### src/hdl/lzd_pkg.sv
package lzd_pkg;

    localparam int HISTORY_DEPTH = 4096;
    localparam int HIST_AW       = $clog2(HISTORY_DEPTH);
    localparam int LEN_W         = 24;
    localparam int CNT_W         = 5;
    localparam int MIN_MATCH     = 3;

    localparam logic [7:0]         MAGIC_BYTE  = 8'h10;
    localparam logic [LEN_W-1:0]   MAX_LEN_RST = 24'd512;

    typedef enum logic [2:0] {
        ST_DATA      = 3'd0,
        ST_FINISHED  = 3'd1,
        ST_BAD_MAGIC = 3'd2,
        ST_TOO_LONG  = 3'd3,
        ST_BAD_DIST  = 3'd4
    } t_status;

    typedef enum logic [2:0] {
        PH_IDLE,
        PH_HEADER,
        PH_FLAGS,
        PH_ITEM,
        PH_TOKEN_LO,
        PH_DONE,
        PH_FAULT
    } t_phase;

    // Engine state: taking input, copying a match, or sending the finished result.
    typedef enum logic [1:0] {
        E_IN,
        E_COPY,
        E_FIN
    } t_eng;

    typedef struct packed {
        t_status    status;
        logic [7:0] data;
        logic       last;
    } t_result;

    typedef struct packed {
        logic    valid;
        t_result res;
    } t_push;

    typedef struct packed {
        logic               we;
        logic [HIST_AW-1:0] waddr;
        logic [7:0]         wdata;
        logic               re;
        logic [HIST_AW-1:0] raddr;
    } t_mem_req;

endpackage

### src/hdl/lzd_obuf.sv
module lzd_obuf
    import lzd_pkg::*;
(
    input  logic       i_clk,
    input  logic       i_rst_n,
    input  t_push      i_push,
    output logic       o_push_ok,
    output logic       o_valid,
    input  logic       i_ready,
    output t_result    o_res
);

    t_result    r_buf [2];
    logic       r_wr;
    logic       r_rd;
    logic [1:0] r_count;
    logic       n_wr;
    logic       n_rd;
    logic [1:0] n_count;
    logic       push;
    logic       pop;

    assign push      = i_push.valid;
    assign pop       = o_valid && i_ready;
    assign o_valid   = (r_count != 2'd0);
    assign o_push_ok = (r_count != 2'd2);
    assign o_res     = r_buf[r_rd];

    always_comb begin
        n_wr    = push ? ~r_wr : r_wr;
        n_rd    = pop ? ~r_rd : r_rd;
        n_count = r_count;
        if (push && !pop) begin
            n_count = r_count + 2'd1;
        end else if (pop && !push) begin
            n_count = r_count - 2'd1;
        end
    end

    always_ff @(posedge i_clk) begin
        if (!i_rst_n) begin
            r_wr    <= 1'b0;
            r_rd    <= 1'b0;
            r_count <= 2'd0;
        end else begin
            r_wr    <= n_wr;
            r_rd    <= n_rd;
            r_count <= n_count;
        end
    end

    always_ff @(posedge i_clk) begin
        if (push) begin
            r_buf[r_wr] <= i_push.res;
        end
    end

endmodule

### config.mk
export PLATFORM = sky130hd
export DESIGN_NAME = lzd_obuf
export DESIGN_NICKNAME = d
export VERILOG_FILES = /design/src/hdl/lzd_pkg.sv /design/src/hdl/lzd_obuf.sv
export SDC_FILE = /design/constraint.sdc
export NUM_CORES = 1
export LEC_CHECK = 0
export ABC_AREA = 0
export BUFFER_PORTS_ARGS = -buffer_cell sky130_fd_sc_hd__buf_4
export CAP_MARGIN = 25
export CORE_MARGIN = 2
export CORE_UTILIZATION = 53
export CTS_BUF_LIST = sky130_fd_sc_hd__clkbuf_16
export DETAILED_ROUTE_END_ITERATION = 8
export PLACE_DENSITY = 0.84
export SLEW_MARGIN = 20
export SYNTH_ARGS = -nofsm -noshare
export SYNTH_HDL_FRONTEND = slang
export SYNTH_SLANG_ARGS = --single-unit
### constraint.sdc
create_clock -name i_clk -period 2.3 [get_ports i_clk]
set_input_delay 0.115 -clock i_clk [delete_from_list [all_inputs] [get_ports i_clk]]
set_output_delay 0.115 -clock i_clk [all_outputs]
set_load 0.03 [all_outputs]
; Yosys cells after proc, flatten, opt, wreduce, memory -nomap -nowiden
; Memories as Yosys holds them, arrays and structs flattened. A register that Yosys moved wholly into a read port is not among the register bits.
; Cells that the tools add are included.
[classes]
bitwise = 2
add_sub_neg = 2
n_reduce_logical = 7
mux = 6
n_eq_ne = 1
[ops]
columns = cell, count
row1 = $mux W1, 4
row2 = $mux W2, 2
row3 = $reduce_bool A2 Y1, 2
row4 = $logic_and A1 B1 Y1, 3
row5 = $add A2 B1 Y2 const B, 1
row6 = $logic_not A1 Y1, 2
row7 = $ne A2 B2 Y1 const B, 1
row8 = $not A1 Y1, 2
row9 = $sub A2 B1 Y2 const B, 1
[word_totals]
n_memories = 1
inputBits = 16
ramBits = 24
wordCells = 22
register_bits = 4
[memory_table]
columns = memory, words, word_bits, rd, rd_ports_with_merged_regs, write_ports, line
row1 = r_buf, 2, 12, 1, 1, 1, lzd_obuf.sv:13  ; t_result r_buf [2];

; Depth between registers and ports, before layout
[depth]
depth_word = 5
mapped_depth = 5
depth_no_buf = 5

; Least setup slack after synthesis
; Ideal clock, no wire load.
[synth_path]
kind = register to register
start = register r_count[0]
end = register r_count[1]
setup_time_ns = 0.070
stages_incl_launch_ff = 5
path_slack_ns = 0.980
arrival_time_ns = 1.250
path_cell_list = dfxtp_1 o21ai_1 ha_1 or3_1 a21boi_1
[synth_between]
elab_chain_cells = 5
elab_cells_between_ends = 10
[synth_lines]
columns = element, line
row1 = "start, declared", lzd_obuf.sv:16  ; logic [1:0] r_count;
row2 = "start signal, assigned", lzd_obuf.sv:48  ; r_count <= n_count;
row3 = branches (longest 5 deep; another with $sub A2 B1 Y2), -
; Several ways; the timed one is not identified. The select of a mux whose other input is x is not followed.
; A chain may end at the register's enable or synchronous reset.

==> results.yml <==
run_status:
  status: "finished, final reports clean"
timing:
  setup_slack_ps: 683
  max_freq_mhz: 618
  slew_headroom: 0.636
  hold_viol: 0
  fin_crit_ps: 1620
  fin_crit_sh: 0.703
  slew_viol_final: 0
  skew_ps: 3.94
  rsz0062_at_grt: "false"
  fin_setup_tns_ps: 0
  setup_viol: 0
  worstMarginPinSlew_ps: 546
floorplan:
  pin_count: 30
  rows: 16
  start_util: 0.557
  die_area_um2: 2420
  core_um2: 1940
  fp.dieH_um: 49.2
  die_w_um: 49.2
drt:
  drtIter0Drc: 9
  drc: 0
  wl_per_cell_um: 15.0
  wirelength_um: 1850
  firstDrtPassIters: 4
  drtAntennaViolNets: 0
  vias_per_cell: 4.98
  vias: 613
synth:
  synth_area_um2: 1080
  synth_area_per_cell_um2: 18.3
  synth_seq_cells: 29
  syn_inst: 59
  yosys_warnings: 0
  syn_nets: 76
  yosysSeqAreaShare: 0.759
  ys_types: 17
final_layout:
  syn_to_final_growth_pct: 36.7
  antennaDiodeCount: 0
  multi_input_area_um2: 255
  final_common_cell: "buf_4"
  fill_cells: 135
  nNetsFinal: 112
  stdcell_area_um2: 1480
  final_cell_mix: "30 x buf_4, 24 x edfxtp_1, 10 x mux2_1"
  drive_gt1_frac: 0.427
  seqCellArea_um2: 821
power:
  comb_power_share: 0.277
  internal_power_w: 0.00125
  p_total_w: 0.00180
  p_leak_nw: 0.574
  pwr-share-seq: 0.386
  cellPowerDensity_nw_per_um2: 1220
  peakVddDrop_v: 0.000897
  p_switching_w: 0.000547
  clkPwrFrac: 0.337
  swShare: 0.304
global_routing:
  grt_antenna_before_repair: 0
  grt_start_max_net_pins: 13
  grt_pass1_wl_um: 2850
  globalRouteOverflowTotal: 0
  grt_pass1_vias: 620
  grt_util_all_layers: 0.173
clock_tree:
  cts_tree: "built"
  root_buffer: "clkbuf_16"
  post_cts_buffers: 0
  ctsResizeCount: 0
  clkTransAtPathRegs_ps: 50
  holdBufCountCts: 0
  htree_levels: 2
  cts.path.max_buffers: 2
  clkLatencyLatePin_ps: 270
  cts_buffers: 5
  tritoncts_num_sinks: 29
run:
  maxCapViolations: 0
hold_path:
  min_path_type: "input pin to flip-flop"
critical_path:
  crit_type: "flip-flop to primary output"
  start_kind: "flip-flop"
  critPathMaxFanout: 12
  critical_path_arrival_ps: 1500
  worst_setup_path_end_kind: "primary output"
  required_ps: 2180
placement:
  io_buffer_count: 29
  placed_area_um2: 1340
  routabilityCongestion: 0.660
  place_ws_ps: 867
  hpwlAfterDp_um: 1130
sequential cells by signal, indices dropped and copies added (netlist names), named ones only:
signal	flops
r_buf	24
r_count	2
r_wr	1
r_rd	1
worst max-delay path, stage by stage (launching register included):
cell     delay, ps
dfxtp_1        660
mux2_1         400
buf_4          180
metal layers:
metal / vias up / track usage / routed length, µm
li1: 290 / - / -
met1: 293 / 0.176 / 727
met2: 26 / 0.286 / 963
met3: 4 / 0.0736 / 134
met4: 0 / 0.114 / 26
met5: - / 0 / 0
synth_stat cells, drive strengths merged:
cell,number,share of area
dfxtp,5,0.093
ha,1,0.012
nand2b,1,0.0058
o21a,1,0.0069
nor2b,2,0.012
or3,1,0.0058
xor2,1,0.0081
xnor2,2,0.016
a21boi,1,0.0069
mux2,12,0.13
edfxtp,24,0.67
o21ai,2,0.0093
and2,4,0.023
or2,1,0.0058
buf,1,0.0046
worst paths after layout:
path	endpoint	slack [ps]	cells after the start	startpoint
min reg2reg	r_count[1]$_SDFFE_PN0P_	550	2	r_count[1]$_SDFFE_PN0P_
min	r_buf[0][1]$_DFFE_PP_	30	1	i_push[1]
max reg2reg	r_count[1]$_SDFFE_PN0P_	850	4	r_count[0]$_SDFFE_PN0P_
max	o_res[8]	680	2	flip-flop
logic make-up after synthesis:
kind of cell | count (synthesis) | synth area share
DFF | 29 | 0.759
muxes | 12 | 0.125
and+or+nand+nor | 9 | 0.0521
AOI/OAI and AO/OA | 4 | 0.0231
xor gates and xnor gates | 3 | 0.0243
buffers and inverters | 1 | 0.00463
adders and majority gates | 1 | 0.0116
power by group through the flow:
stage          combinational (W)  sequential, W  clock [W]
6_report                0.000498       0.000695   0.000606
3_5_place_dp            0.000493       0.000705          0
2_1_floorplan           0.000359       0.000666          0
4_1_cts                 0.000500       0.000696   0.000617
5_1_grt                 0.000524       0.000704   0.000640
3_3_place_gp            0.000483       0.000698          0
final cells by class:
cell class | count | share of cell area
clock buffer | 5 | 0.0847
multi-input combinational | 29 | 0.173
clock inverter | 3 | 0.0119
sequential | 29 | 0.555
timing repair buffer | 30 | 0.152
tap | 27 | 0.0229
through the flow:
step           utilization  hold WS, ps  cells
6_report             0.761         25.6    123
5_1_grt              0.761         23.0    123
4_1_cts              0.761         20.5    123
3_5_place_dp         0.688          304    115
3_3_place_gp         0.688          300    115
2_1_floorplan            -          214     59
Note: power is estimated with default switching activity, not from simulation.
