### src/hdl/lzd_pkg.sv
package lzd_pkg;

    localparam int HISTORY_DEPTH = 4096;
    localparam int HIST_AW       = $clog2(HISTORY_DEPTH);
    localparam int LEN_W         = 24;
    localparam int CNT_W         = 5;
    localparam int MIN_MATCH     = 3;

    localparam logic [7:0]         MAGIC_BYTE  = 8'h10;
    localparam logic [LEN_W-1:0]   MAX_LEN_RST = 24'd512;

    typedef enum logic [2:0] {
        ST_DATA      = 3'd0,
        ST_FINISHED  = 3'd1,
        ST_BAD_MAGIC = 3'd2,
        ST_TOO_LONG  = 3'd3,
        ST_BAD_DIST  = 3'd4
    } t_status;

    typedef enum logic [2:0] {
        PH_IDLE,
        PH_HEADER,
        PH_FLAGS,
        PH_ITEM,
        PH_TOKEN_LO,
        PH_DONE,
        PH_FAULT
    } t_phase;

    // Engine state: taking input, copying a match, or sending the finished result.
    typedef enum logic [1:0] {
        E_IN,
        E_COPY,
        E_FIN
    } t_eng;

    typedef struct packed {
        t_status    status;
        logic [7:0] data;
        logic       last;
    } t_result;

    typedef struct packed {
        logic    valid;
        t_result res;
    } t_push;

    typedef struct packed {
        logic               we;
        logic [HIST_AW-1:0] waddr;
        logic [7:0]         wdata;
        logic               re;
        logic [HIST_AW-1:0] raddr;
    } t_mem_req;

endpackage

### src/hdl/lzd_core.sv
module lzd_core
    import lzd_pkg::*;
(
    input  logic             i_clk,
    input  logic             i_rst_n,
    input  logic [LEN_W-1:0] i_max_len,
    input  logic             i_in_valid,
    output logic             o_in_ready,
    input  logic             i_start,
    input  logic [7:0]       i_byte,
    input  logic             i_push_ok,
    output t_push            o_push,
    output t_mem_req         o_mem,
    input  logic [7:0]       i_rdata
);

    t_eng               r_eng,      n_eng;
    t_phase             r_phase,    n_phase;
    logic [1:0]         r_hdr_cnt,  n_hdr_cnt;
    logic [7:0]         r_flags,    n_flags;
    logic [2:0]         r_bit_pos,  n_bit_pos;
    logic [LEN_W-1:0]   r_target,   n_target;
    logic [LEN_W-1:0]   r_produced, n_produced;
    logic [7:0]         r_tok_hi,   n_tok_hi;
    logic [HIST_AW-1:0] r_wp,       n_wp;
    logic [HIST_AW-1:0] r_dist_n,   n_dist_n;
    logic [CNT_W-1:0]   r_cnt,      n_cnt;
    logic               r_fwd,      n_fwd;
    logic [7:0]         r_fwd_data, n_fwd_data;

    logic               in_fire;
    logic [LEN_W-1:0]   hdr_len;
    logic [HIST_AW-1:0] tok_d;
    logic               dist_ok;
    logic               cur_bit;
    logic [LEN_W-1:0]   prod_inc;
    logic               hit_end;
    logic [7:0]         copy_data;
    logic               copy_end;
    logic [HIST_AW-1:0] next_raddr;
    logic               is_magic;
    logic               hdr_last;

    assign in_fire    = (r_eng == E_IN) && i_push_ok && i_in_valid;
    assign hdr_len    = {i_byte, r_target[15:0]};
    assign tok_d      = {r_tok_hi[3:0], i_byte};
    // distance = tok_d + 1 must not exceed the bytes produced so far.
    assign dist_ok    = r_produced > {{(LEN_W-HIST_AW){1'b0}}, tok_d};
    assign cur_bit    = r_flags[3'd7 - r_bit_pos];
    assign prod_inc   = r_produced + 24'd1;
    assign hit_end    = (prod_inc == r_target);
    assign copy_data  = r_fwd ? r_fwd_data : i_rdata;
    assign copy_end   = hit_end || (r_cnt == 5'd1);
    // r_dist_n is the inverted distance field, so wp + r_dist_n = wp - distance.
    assign next_raddr = r_wp + 12'd1 + r_dist_n;
    assign is_magic   = (i_byte == MAGIC_BYTE);
    assign hdr_last   = (r_hdr_cnt == 2'd3);

    // Next state
    always_comb begin
        n_eng      = r_eng;
        n_phase    = r_phase;
        n_hdr_cnt  = r_hdr_cnt;
        n_flags    = r_flags;
        n_bit_pos  = r_bit_pos;
        n_target   = r_target;
        n_produced = r_produced;
        n_tok_hi   = r_tok_hi;
        n_wp       = r_wp;
        n_dist_n   = r_dist_n;
        n_cnt      = r_cnt;
        n_fwd      = r_fwd;
        n_fwd_data = r_fwd_data;
        case (r_eng)
            E_IN: begin
                if (in_fire) begin
                    if (i_start) begin
                        n_flags    = 8'd0;
                        n_bit_pos  = 3'd0;
                        n_target   = '0;
                        n_produced = '0;
                        n_tok_hi   = 8'd0;
                        n_wp       = '0;
                        if (is_magic) begin
                            n_hdr_cnt = 2'd1;
                            n_phase   = PH_HEADER;
                        end else begin
                            n_hdr_cnt = 2'd0;
                            n_phase   = PH_FAULT;
                        end
                    end else begin
                        case (r_phase)
                            PH_HEADER: begin
                                case (r_hdr_cnt)
                                    2'd2: begin
                                        n_target[15:8] = i_byte;
                                        n_hdr_cnt      = 2'd3;
                                    end
                                    2'd3: begin
                                        n_target  = hdr_len;
                                        n_hdr_cnt = 2'd0;
                                        n_bit_pos = 3'd0;
                                        if (hdr_len > i_max_len) begin
                                            n_phase = PH_FAULT;
                                        end else if (hdr_len == '0) begin
                                            n_phase = PH_DONE;
                                        end else begin
                                            n_phase = PH_FLAGS;
                                        end
                                    end
                                    default: begin
                                        n_target[7:0] = i_byte;
                                        n_hdr_cnt     = 2'd2;
                                    end
                                endcase
                            end
                            PH_FLAGS: begin
                                n_flags   = i_byte;
                                n_bit_pos = 3'd0;
                                n_phase   = PH_ITEM;
                            end
                            PH_ITEM: begin
                                if (cur_bit) begin
                                    n_tok_hi = i_byte;
                                    n_phase  = PH_TOKEN_LO;
                                end else begin
                                    n_wp       = r_wp + 12'd1;
                                    n_produced = prod_inc;
                                    if (hit_end) begin
                                        n_phase = PH_DONE;
                                        n_eng   = E_FIN;
                                    end else if (r_bit_pos == 3'd7) begin
                                        n_phase = PH_FLAGS;
                                    end else begin
                                        n_bit_pos = r_bit_pos + 3'd1;
                                    end
                                end
                            end
                            PH_TOKEN_LO: begin
                                if (!dist_ok) begin
                                    n_phase = PH_FAULT;
                                end else begin
                                    n_dist_n = ~tok_d;
                                    n_cnt    = {1'b0, r_tok_hi[7:4]} + CNT_W'(MIN_MATCH);
                                    n_fwd    = 1'b0;
                                    n_eng    = E_COPY;
                                end
                            end
                            default: begin
                            end
                        endcase
                    end
                end
            end
            E_COPY: begin
                if (i_push_ok) begin
                    n_wp       = r_wp + 12'd1;
                    n_produced = prod_inc;
                    n_cnt      = r_cnt - 5'd1;
                    if (copy_end) begin
                        if (hit_end) begin
                            n_phase = PH_DONE;
                            n_eng   = E_FIN;
                        end else begin
                            n_eng = E_IN;
                            if (r_bit_pos == 3'd7) begin
                                n_phase = PH_FLAGS;
                            end else begin
                                n_bit_pos = r_bit_pos + 3'd1;
                                n_phase   = PH_ITEM;
                            end
                        end
                    end else begin
                        // Distance one reads the entry written in this same cycle.
                        n_fwd      = (next_raddr == r_wp);
                        n_fwd_data = copy_data;
                    end
                end
            end
            E_FIN: begin
                if (i_push_ok) begin
                    n_eng = E_IN;
                end
            end
            default: begin
                n_eng = E_IN;
            end
        endcase
    end

    // Outputs
    always_comb begin
        o_in_ready        = (r_eng == E_IN) && i_push_ok;
        o_push            = '0;
        o_push.res.status = ST_DATA;
        o_mem             = '0;
        case (r_eng)
            E_IN: begin
                if (in_fire) begin
                    if (i_start) begin
                        if (!is_magic) begin
                            o_push.valid      = 1'b1;
                            o_push.res.status = ST_BAD_MAGIC;
                            o_push.res.last   = 1'b1;
                        end
                    end else begin
                        case (r_phase)
                            PH_HEADER: begin
                                if (hdr_last && (hdr_len > i_max_len)) begin
                                    o_push.valid      = 1'b1;
                                    o_push.res.status = ST_TOO_LONG;
                                    o_push.res.last   = 1'b1;
                                end else if (hdr_last && (hdr_len == '0)) begin
                                    o_push.valid      = 1'b1;
                                    o_push.res.status = ST_FINISHED;
                                    o_push.res.last   = 1'b1;
                                end
                            end
                            PH_ITEM: begin
                                if (!cur_bit) begin
                                    o_push.valid      = 1'b1;
                                    o_push.res.status = ST_DATA;
                                    o_push.res.data   = i_byte;
                                    o_push.res.last   = !hit_end;
                                    o_mem.we          = 1'b1;
                                    o_mem.waddr       = r_wp;
                                    o_mem.wdata       = i_byte;
                                end
                            end
                            PH_TOKEN_LO: begin
                                if (!dist_ok) begin
                                    o_push.valid      = 1'b1;
                                    o_push.res.status = ST_BAD_DIST;
                                    o_push.res.last   = 1'b1;
                                end else begin
                                    o_mem.re    = 1'b1;
                                    o_mem.raddr = r_wp + ~tok_d;
                                end
                            end
                            default: begin
                            end
                        endcase
                    end
                end
            end
            E_COPY: begin
                if (i_push_ok) begin
                    o_push.valid      = 1'b1;
                    o_push.res.status = ST_DATA;
                    o_push.res.data   = copy_data;
                    o_push.res.last   = copy_end && !hit_end;
                    o_mem.we          = 1'b1;
                    o_mem.waddr       = r_wp;
                    o_mem.wdata       = copy_data;
                    o_mem.re          = !copy_end;
                    o_mem.raddr       = next_raddr;
                end
            end
            E_FIN: begin
                if (i_push_ok) begin
                    o_push.valid      = 1'b1;
                    o_push.res.status = ST_FINISHED;
                    o_push.res.last   = 1'b1;
                end
            end
            default: begin
            end
        endcase
    end

    always_ff @(posedge i_clk) begin
        if (!i_rst_n) begin
            r_eng      <= E_IN;
            r_phase    <= PH_IDLE;
            r_hdr_cnt  <= 2'd0;
            r_flags    <= 8'd0;
            r_bit_pos  <= 3'd0;
            r_target   <= '0;
            r_produced <= '0;
            r_tok_hi   <= 8'd0;
            r_wp       <= '0;
            r_cnt      <= '0;
            r_fwd      <= 1'b0;
        end else begin
            r_eng      <= n_eng;
            r_phase    <= n_phase;
            r_hdr_cnt  <= n_hdr_cnt;
            r_flags    <= n_flags;
            r_bit_pos  <= n_bit_pos;
            r_target   <= n_target;
            r_produced <= n_produced;
            r_tok_hi   <= n_tok_hi;
            r_wp       <= n_wp;
            r_cnt      <= n_cnt;
            r_fwd      <= n_fwd;
        end
    end

    always_ff @(posedge i_clk) begin
        r_dist_n   <= n_dist_n;
        r_fwd_data <= n_fwd_data;
    end

endmodule

### config.mk
export PLATFORM = sky130hd
export DESIGN_NAME = lzd_core
export DESIGN_NICKNAME = d
export VERILOG_FILES = /design/src/hdl/lzd_pkg.sv /design/src/hdl/lzd_core.sv
export SDC_FILE = /design/constraint.sdc
export NUM_CORES = 1
export LEC_CHECK = 0
export ABC_AREA = 1
export BUFFER_PORTS_ARGS = -buffer_cell sky130_fd_sc_hd__buf_2
export CAP_MARGIN = 10
export CORE_AREA = 2 2 185 141
export CTS_CLUSTER_DIAMETER = 120
export DETAILED_ROUTE_END_ITERATION = 12
export DIE_AREA = 0 0 187 143
export SLEW_MARGIN = 20
export SYNTH_ARGS = -nofsm -noshare
export SYNTH_HDL_FRONTEND = slang
export SYNTH_SLANG_ARGS = --single-unit
### constraint.sdc
create_clock -name i_clk -period 3.2 [get_ports i_clk]
set_input_delay 0.32 -clock i_clk [delete_from_list [all_inputs] [get_ports i_clk]]
set_output_delay 0.32 -clock i_clk [all_outputs]
set_load 0.005 [all_outputs]
# Yosys cells after proc, flatten, opt, wreduce, memory -nomap -nowiden
# Cells that the tools add are included.
# totals
regBits,112
wordCells,204
out_inout_bits,48
inputBits,45
# op_classes
eq_ne,34
bitwise,3
reduce_logical,32
mux,109
magnitude_cmp,3
add_sub_neg,8
# op_table
operator,count
$mux W24,7
$mux W34,3
$mux W8,11
$pmux W34 S2,1
$mux W13,5
$mux W3,21
$mux W12,5
$pmux W24 S2,1
$mux W21,2
$mux W5,5
$add A12 B12 Y12,2
$add A24 B1 Y24 const B,1
$eq A24 B24 Y1,1
$gt A24 B12 Y1,1
$gt A24 B24 Y1,1
$logic_not A24 Y1,1
$mux W4,6
$pmux W12 S2,1
$pmux W4 S3,2
$mux W2,11
$pmux W8 S2,1
$reduce_and A4 Y1,4
$mux W1,15
$ne A2 B2 Y1 const B,7
45 further kinds,74

# Depth between registers and ports, before layout
# logic_depth
depth_word,8
depth_mapped,21
mapped_depth_nobuf,21

# Worst setup path before layout
# OpenSTA, ideal clock, no wires.
# synth_path
path_type,reg-to-reg
from,reg r_wp[1]
to,reg r_fwd
period_less_slack_ns,3.015
required_time_ns,3.068
setup_time_ns,0.132
stages_incl_launch_ff,18
slack_ns,0.185
n_path_buf,0
arrival_time_ns,2.882
cell_sequence,dfxtp_1 > inv_1 > nor3_1 > nand3_1 > nor3_1 > nand3_1 > xor2_1 > inv_1 > ha_1 > inv_1 > nor4_1 > nand3_1 > nand3_1 > xnor3_1 > nand3_1 > nor3_1 > nand2_1 > a21oi_1
# synth_between
elab_chain_cells,6
# synth_rtl
item,line,rtl
"start, declared",lzd_core.sv:25,"logic [HIST_AW-1:0] r_wp, n_wp;"
"start signal, assigned",lzd_core.sv:293,r_wp <= n_wp;
$add A12 B1 Y12,lzd_core.sv:55,assign next_raddr = r_wp + 12'd1 + r_dist_n;
$add A12 B12 Y12,lzd_core.sv:55,
$eq A12 B12 Y1 *,lzd_core.sv:175,n_fwd = (next_raddr == r_wp);
$mux W1 *,lzd_core.sv:160,if (copy_end) begin
$mux W1 *,lzd_core.sv:156,if (i_push_ok) begin
$pmux W1 S2 *,lzd_core.sv:74,case (r_eng)
"end signal, assigned",lzd_core.sv:295,r_fwd <= n_fwd;
"end, declared",lzd_core.sv:28,"logic r_fwd, n_fwd;"
# Mark *: on every way between the ends. The rest lies on a longest branch, timed or not. The select of a mux whose other input is x is not followed.
# A chain may end at the register's enable or synchronous reset.

==> insert_results.sql <==
INSERT INTO impl_metrics (metric_group, metric, value, unit) VALUES
('outcome', 'run_status', 'finished clean', ''),
('sta', 'min_period_over_period', '98.3', '%'),
('drt', 'drcViolationCount', '0', ''),
('pwr', 'vdd_drop_max', '0.248', 'mV'),
('global_routing', 'grt.overflow.total', '0', ''),
('layout', 'antennaDiodeCount', '0', ''),
('floorplanning', 'die-width', '187', 'um'),
('global_routing', 'number_of_antenna_violations_at_the_first_check_in_global_routing', '0', ''),
('layout', 'layout_common_cells', '290 x sky130_fd_sc_hd__nand2_1, 184 x sky130_fd_sc_hd__inv_1, 139 x sky130_fd_sc_hd__nor2_1', ''),
('worst_setup_path', 'cp.required', '2.88', 'ns'),
('floorplanning', 'rows', '50', ''),
('global_routing', 'grt_first_pass_wirelength', '46300', 'um'),
('yosys', 'post_synth_mux_area_share', '0', '%'),
('layout', 'layout_commonest_cell', 'sky130_fd_sc_hd__nand2_1', ''),
('drt', 'ant_nets', '0', ''),
('hold_path', 'min_delay_path_depth', '3', ''),
('sta', 'worst_hold_slack', '0.255', 'ns'),
('hold_path', 'min_to', 'r_fwd_data[3]$_DFFE_PP_', ''),
('yosys', 'synth.area.top_cells', 'sky130_fd_sc_hd__dfxtp_1 21%, sky130_fd_sc_hd__nand2_1 13%, sky130_fd_sc_hd__ha_1 9.3%', ''),
('hold_path', 'worst_hold_startpoint', 'i_rdata[3]', ''),
('yosys', 'yosysWarnings', '0', ''),
('clock_network', 'cts.clk_slew.worst_paths', '0.08', 'ns'),
('yosys', 'yosys.area.top_type_share', '21.4', '%'),
('drt', 'routed-via-count', '9311', ''),
('pwr', 'pwr-share-comb', '14.5', '%'),
('yosys', 'synth.ff_latch_count', '112', ''),
('yosys', 'synth_edf_count', '20', ''),
('global_routing', 'grt_max_degree', '46', ''),
('sta', 'final_period_minus_worst_setup_slack', '3.15', 'ns'),
('sta', 'tightestPinTransition', '0.960', 'ns'),
('floorplanning', 'ports', '93', ''),
('floorplanning', 'floorplan.initialDensity', '34.7', '%'),
('worst_setup_path', 'worst_r2r_startpoint', 'r_produced[0]$_SDFFE_PN0P_', ''),
('floorplanning', 'die-area', '26700', 'um2'),
('yosys', 'gate_count_of_the_mapped_netlist', '1317', ''),
('yosys', 'synth_fa_ha_area_share', '9.76', '%'),
('pwr', 'p_int', '2150', 'uW'),
('worst_setup_path', 'r2r_setup_slack', '0.28', 'ns'),
('sta', 'timing.clock.skew', '0.0108', 'ns'),
('sta', 'report.final.setup_viol', '0', ''),
('worst_setup_path', 'criticalPathCategory', 'reg -> out', ''),
('yosys', 'synthXorXnorAreaFrac', '3.52', '%'),
('flow_run', 'max_cap_viol_count', '0', ''),
('yosys', 'seq_area_frac_synth', '28.4', '%'),
('drt', 'drt_wl_total', '30100', 'um'),
('floorplanning', 'fp.coreArea', '24800', 'um2'),
('sta', 'relSlewSlack', '36.0', '%'),
('worst_setup_path', 'timing.rr.end', 'r_fwd_data[2]$_DFFE_PP_', ''),
('clock_network', 'worstSkewPairLatency', '0.37', 'ns'),
('yosys', 'top_reg_cell_synth', 'sky130_fd_sc_hd__dfxtp_1', ''),
('worst_setup_path', 'reg2reg_depth', '18', ''),
('pwr', 'clock_power_share', '36.9', '%'),
('placement', 'placedCellCount', '1748', ''),
('clock_network', 'ctsHoldBuffers', '0', ''),
('clock_network', 'cts.root.buffer_cell', 'sky130_fd_sc_hd__clkbuf_16', ''),
('layout', 'post_route_cells_drive_above_1_share', '20.1', '%'),
('clock_network', 'tritoncts.num_buffers', '9', ''),
('sta', 'maxClockFrequency', '318', 'MHz'),
('yosys', 'syn_nets', '1428', ''),
('drt', 'detailedRoute.firstPassIterationCount', '7', ''),
('yosys', 'syn-cell-area', '8610', 'um2'),
('sta', 'final-max-slew-violation-count', '0', ''),
('yosys', 'synth_top_family_by_area', 'simple AND/OR/NAND/NOR gates', ''),
('clock_network', 'cts_tree', 'yes', ''),
('placement', 'placement.io_buffers', '92', ''),
('drt', 'drtIter0Drc', '843', ''),
('drt', 'vias_per_cell', '5.19', ''),
('sta', 'final.setup.worst_slack', '0.0542', 'ns'),
('pwr', 'power.total', '3060', 'uW'),
('worst_setup_path', 'path_max_fanout', '4', ''),
('yosys', 'postSynth.asyncResetShare', '0', '%');
[power by group through the flow]
| stage | sequential (uW) | clock [uW] | combinational (uW) |
|---|---|---|---|
| after floorplan | 1510 | 0 | 271 |
| after global placement | 1530 | 0 | 416 |
| after detailed placement | 1530 | 0 | 421 |
| after CTS | 1490 | 1150 | 425 |
| after global routing | 1490 | 1210 | 498 |
| final | 1490 | 1130 | 444 |
[per-layer routing]
layer / up-vias / GRT usage, % / routed length [um]
met3: 25 / 4.18 / 2480
met5: - / 0 / 0
met1: 4325 / 33.8 / 15300
met4: 0 / 4.43 / 291
met2: 351 / 32.4 / 12000
li1: 4610 / - / -
[synth_stat cells (7+ instances only)]
library cell	count
sky130_fd_sc_hd__dfxtp_1	92
sky130_fd_sc_hd__o21ai_0	91
sky130_fd_sc_hd__nor2_1	147
sky130_fd_sc_hd__a22oi_1	20
sky130_fd_sc_hd__a21oi_1	105
sky130_fd_sc_hd__xor2_1	28
sky130_fd_sc_hd__buf_4	8
sky130_fd_sc_hd__nor4_1	7
sky130_fd_sc_hd__nand2_1	302
sky130_fd_sc_hd__nor3_1	18
sky130_fd_sc_hd__nand4_1	23
sky130_fd_sc_hd__edfxtp_1	20
sky130_fd_sc_hd__clkbuf_1	25
sky130_fd_sc_hd__nand3_1	84
sky130_fd_sc_hd__o22ai_1	8
sky130_fd_sc_hd__inv_1	190
sky130_fd_sc_hd__ha_1	64
[state kept, by name, summed over array words and instances (netlist names), 3 cells and up]
name,cells
r_target,24
r_fwd_data,8
r_wp,12
r_bit_pos,3
r_phase,3
r_produced,24
r_tok_hi,8
r_dist_n,12
r_cnt,5
r_flags,8
[worst max-delay path: stages (launching register included)]
cell and delay, ns:
sky130_fd_sc_hd__dfxtp_4 0.38, sky130_fd_sc_hd__inv_4 0.04, sky130_fd_sc_hd__nor3_4 0.18, sky130_fd_sc_hd__nand3_2 0.13, sky130_fd_sc_hd__nor3_4 0.14, sky130_fd_sc_hd__buf_4 0.13, sky130_fd_sc_hd__xor2_1 0.13, sky130_fd_sc_hd__inv_1 0.09
sky130_fd_sc_hd__ha_4 0.27, sky130_fd_sc_hd__a21oi_4 0.14, sky130_fd_sc_hd__nor3_2 0.07, sky130_fd_sc_hd__a211oi_2 0.17, sky130_fd_sc_hd__nand3_2 0.13, sky130_fd_sc_hd__xnor2_2 0.17, sky130_fd_sc_hd__o22ai_1 0.15, sky130_fd_sc_hd__buf_2 0.14
[worst max-delay path by stage]
stage / from / to / slack (ns) / cells past startpoint
final: r_wp[1]$_SDFFE_PN0P_ / o_mem[10] / 0.05 / 15
after global routing: r_wp[0]$_SDFFE_PN0P_ / o_mem[11] / -0.12 / 16
after CTS: r_wp[0]$_SDFFE_PN0P_ / o_mem[10] / -0.17 / 15
after detailed placement: r_wp[1]$_SDFFE_PN0P_ / o_mem[10] / -0.03 / 15
after global placement: r_wp[1]$_SDFFE_PN0P_ / o_mem[10] / 0.02 / 15
after floorplan: r_wp[1]$_SDFFE_PN0P_ / r_fwd$_SDFFE_PN0P_ / 0.19 / 17
[per-stage QoR]
stage,util [%],TNS [ns],cell area [um2]
2_1_floorplan,-,0,8610
3_3_place_gp,38.7,0,9610
3_5_place_dp,38.7,-0.0251,9610
4_1_cts,40.5,-0.276,10100
5_1_grt,42.6,-0.550,10600
6_report,42.6,0,10600
[cells by family (layout without fill, tap and decap cells)]
| family | count (synthesis) | count (layout) |
|---|---|---|
| simple gates | 623 | 623 |
| compound gates | 254 | 254 |
| buf+inv | 229 | 368 |
| flops | 112 | 112 |
| fa+ha+maj | 66 | 66 |
| xor+xnor | 33 | 33 |
[repair_timing]
action,in CTS,in global routing
gates cloned,0,0
setup endpoints to repair,7,34
setup buffers,12,18
resized for setup,24,101
pin swaps,16,50
[area by class of cell]
| type | count | area share (%) |
|---|---|---|
| clock inverter | 7 | 0.484 |
| clock buffer | 9 | 2.13 |
| timing repair buffer | 159 | 9.31 |
| tap | 338 | 3.99 |
| inverter | 193 | 6.88 |
| sequential | 112 | 23.4 |
| multi-input combinational | 976 | 53.8 |
Power figures use the tool's default switching activity.
